`src/hdl/mvc_ram.sv`:
```
// Generic single-write, single-read synchronous RAM, registered read data.
// No dependencies.
module mvc_ram #(
  parameter int AW = 8,
  parameter int DW = 16
) (
  input  logic          clk_i,
  input  logic          we_i,
  input  logic [AW-1:0] waddr_i,
  input  logic [DW-1:0] wdata_i,
  input  logic [AW-1:0] raddr_i,
  output logic [DW-1:0] rdata_o
);

  logic [DW-1:0] mem_q [2**AW];

  always_ff @(posedge clk_i) begin
    if (we_i) begin
      mem_q[waddr_i] <= wdata_i;
    end
    rdata_o <= mem_q[raddr_i];
  end

endmodule

```
`config.mk`:
```
export PLATFORM = sky130hd
export DESIGN_NAME = mvc_ram
export DESIGN_NICKNAME = d
export VERILOG_FILES = /design/src/hdl/mvc_ram.sv
export SDC_FILE = /design/constraint.sdc
export NUM_CORES = 2
export LEC_CHECK = 0
export ABC_CLOCK_PERIOD_IN_PS = 2960
export BUFFER_PORTS_ARGS = -buffer_cell sky130_fd_sc_hd__buf_2
export CAP_MARGIN = 10
export CORE_UTILIZATION = 25
export CTS_CLUSTER_DIAMETER = 60
export CTS_CLUSTER_SIZE = 16
export DETAILED_ROUTE_END_ITERATION = 10
export PLACE_DENSITY = 0.43
export SYNTH_ARGS = -nofsm -noshare
export SYNTH_HDL_FRONTEND = slang
export SYNTH_SLANG_ARGS = --single-unit
```
`constraint.sdc`:
```
create_clock -name clk_i -period 2.96 [get_ports clk_i]
set_clock_uncertainty 0.1 [all_clocks]
set_input_delay 0.592 -clock clk_i [delete_from_list [all_inputs] [get_ports clk_i]]
set_output_delay 0.592 -clock clk_i [all_outputs]
set_load 0.05 [all_outputs]
```
==> run_results.csv <==
group,metric,value,unit
worst_setup_path,arrival,3.77,ns
clock_network,clk_pin_slew,0.06,ns
worst_setup_path,cp_max_fo,14,
routing,final_antenna_net_count,0,
worst_hold_path,hold_start,"wdata_i[15]",
timing,rsz0062_at_grt,"no",
flow_run,maxCapViolCount,0,
pwr,powerDensity,640.0,nW/um^2
place,port_buffers,49,
routing,drt_iter0_markers,7944,
timing,fin_ws,-0.04888,ns
clock_network,htreeDepth,5,
timing,tightest_slew,1.286,ns
logic_synthesis,synth_seq_cells,4112,
timing,post-route-min-period,3.009,ns
place,dp_hpwl,322700,um
place,pre_cts_ws,-1.709,ns
worst_setup_path,required,3.73,ns
floorplan,core,632400,um^2
global_routing,grt_first_pass_wirelength,685000,um
floorplan,start_util,0.2510,
worst_setup_path,cp-startpoint,"raddr_i[0]",
logic_synthesis,async_reset_ff_frac,0,
routing,wl_per_cell,28.94,um
clock_network,post_cts_buffers,0,
floorplan,die-area,638000,um^2
clock_network,cts_buffer_depth,4,
run_status,status,"finished with violations",
worst_setup_path,worst_setup_path_end_kind,"flop",
global_routing,grt_usage,0.1520,
run_status,violations,"negative setup slack",
global_routing,grt_overflow_total,0,
logic_synthesis,syn_inst,7360,
finish,syn_to_final_growth,21.82,%
timing,final_hold_viol_count,0,
floorplan,die_w,798.8,um
routing,drc_errors,0,
logic_synthesis,syn_area,158700,um^2
logic_synthesis,synth-edff-count,4096,
floorplan,ios,50,
global_routing,antenna_found_initial,48,
pwr,ir_drop,0.0004390,V
timing,fin_crit_sh,1.017,
worst_setup_path,critPathLaunchType,"primary input",
worst_hold_path,hold_class,"in -> reg",
pwr,p_leak,0.06104,uW
finish,final_layout_size_suffix_gt1_frac,0.3320,
logic_synthesis,synth_nets,7394,
clock_network,cts_buffers,379,
logic_synthesis,yosysWarnings,0,
routing,wl,498000,um
routing,firstDrtPassIters,6,
clock_network,cts.sinks,4112,
floorplan,fp-row-count,292,
timing,setup_violations,1,
timing,relSlewSlack,0.1395,
clock_network,root_buffer,"clkbuf_16",
routing,route.vias.total,80400,
logic_synthesis,avgSynthCellArea,21.56,um^2
timing,finalMaxSlewViolations,0,
place,gp_congestion,0.8133,
finish,fin_nets,8550,
global_routing,grt_max_degree,88,
routing,avgViaCountPerCell,4.672,
timing,fmax,332.3,MHz
clock_network,cts_tree,"done",
timing,setup_tns,-0.04888,ns
global_routing,grt_pass1_vias,82570,
floorplan,fp.dieH,798.8,um
logic_synthesis,ys_seq_area_frac,0.7770,
worst_setup_path,worstSetupPathType,"in -> reg",
clock_network,worstSkewPairLatency,1.03,ns
worst_setup_path,timing.rr.start,"mem_q[31][12]",
logic_synthesis,ys.flop_type,"edfxtp_1",
logic_synthesis,synth_cell_types,52,
layout by cell type, fill, tap and decap left out, types with 16 or more instances in the layout:
cell	n
a22oi_1	41
clkinv_1	20
clkbuf_16	386
a211oi_1	18
inv_6	45
buf_8	17
o22ai_1	148
edfxtp_1	4096
clkinv_4	40
o21ai_0	35
clkinv_2	30
nor2_2	135
a22o_1	30
buf_2	28
mux2_2	88
buf_12	294
nor3_1	79
buf_4	870
nand3_1	26
bufinv_16	45
nand2_1	37
mux2i_1	565
clkinvlp_4	48
a21oi_1	175
nor4_1	17
nand4_1	26
clkbuf_1	29
nor2_1	168
a221oi_1	20
o221ai_1	251
mux4_2	797
diode_2	16
routing by layer:
metal	global-route usage	vias to the layer above	share of wire
met4	0.03156	8	0.023
met1	0.2130	43950	0.45
met3	0.02039	532	0.051
li1	-	33640	-
met5	0	-	0.000098
met2	0.2527	2271	0.48
final timing paths:
path              depth (start not counted)             to  slack [ns]
setup / recovery                         10    rdata_o[12]       -0.05
hold / removal                            1  mem_q[95][15]        0.08
setup reg to reg                          6    rdata_o[12]        0.04
hold reg to reg                           6     rdata_o[2]        1.05
worst max-delay path, stage by stage:
cell	delay [ns]
buf_12	0.14
buf_4	0.22
buf_12	0.19
buf_4	0.21
mux4_2	0.55
mux4_2	0.56
a22o_2	0.39
o32ai_4	0.61
buf_12	0.18
nor4_1	0.05
Yosys cell counts, types with 17 or more instances:
master / count / area [um^2]
edfxtp_1: 4096 / 123000
mux4_2: 797 / 17950
mux2i_1: 565 / 5655
nor2_1: 304 / 1141
o221ai_1: 252 / 2207
clkbuf_1: 230 / 863.3
a21oi_1: 175 / 875.8
o22ai_1: 148 / 925.9
nor3_1: 92 / 460.4
mux2_2: 88 / 991.0
buf_6: 77 / 867.1
buf_2: 76 / 380.4
a22oi_1: 43 / 322.8
nand2_1: 38 / 142.6
o21ai_0: 37 / 185.2
nand3_1: 35 / 175.2
a22o_1: 32 / 280.3
a221oi_1: 28 / 245.2
buf_1: 27 / 101.4
buf_4: 26 / 195.2
nand4_1: 26 / 162.7
o32ai_1: 20 / 175.2
a211oi_1: 18 / 135.1
nor4_1: 17 / 106.4
through the flow:
step	hold slack (ns)	area (um^2)	util	total power [uW]	instances
after global routing	0.05229	193300	0.3057	127300	17190
final	0.08249	193300	0.3057	123700	17210
after CTS	0.02623	193200	0.3055	125100	17190
after floorplan	0.5909	158700	-	68780	7360
after detailed placement	0.8616	179800	0.2844	73190	16500
after global placement	0.8590	179800	0.2843	73100	16500
power by group:
group	internal (uW)	switching [uW]	leakage (uW)
registers	64100	144	0.0369
logic	2830	4740	0.0179
clock network	28500	23400	0.00623
total	95500	28300	0.0610
sequential cells by signal, summed over array words and instances (netlist names):
| name | count |
|---|---|
| rdata_o | 16 |
| mem_q | 4096 |
layout make-up:
cell class                      instances  area, um^2
Tap cell                             8379       10480
Clock buffer                          422        9864
Timing Repair Buffer                 1227       13020
Clock inverter                        256        3211
Sequential cell                      4112      123300
Inverter                                4       27.53
Multi-Input combinational cell       2792       33380
Fill cell                           60830      439100
Antenna cell                           16       40.04
cells by family (layout without fill, tap and decap cells):
kind of cell | after synthesis | after routing | share of synthesized area
other cells | 0 | 16 | 0
compound gates | 786 | 786 | 0.03537
simple gates | 556 | 556 | 0.01574
flops | 4112 | 4112 | 0.7770
mux | 1450 | 1450 | 0.1550
buf+inv | 456 | 1909 | 0.01693
timing repair:
item | 4_1_cts | 5_1_grt
hold buffers | 13 | 0
endpoints found under the setup margin | 14 | 10
endpoints found under the hold margin | 289 | 0
gates resized for setup | 25 | 21
pin swaps | 0 | 0
Power figures use the tool's default switching activity.
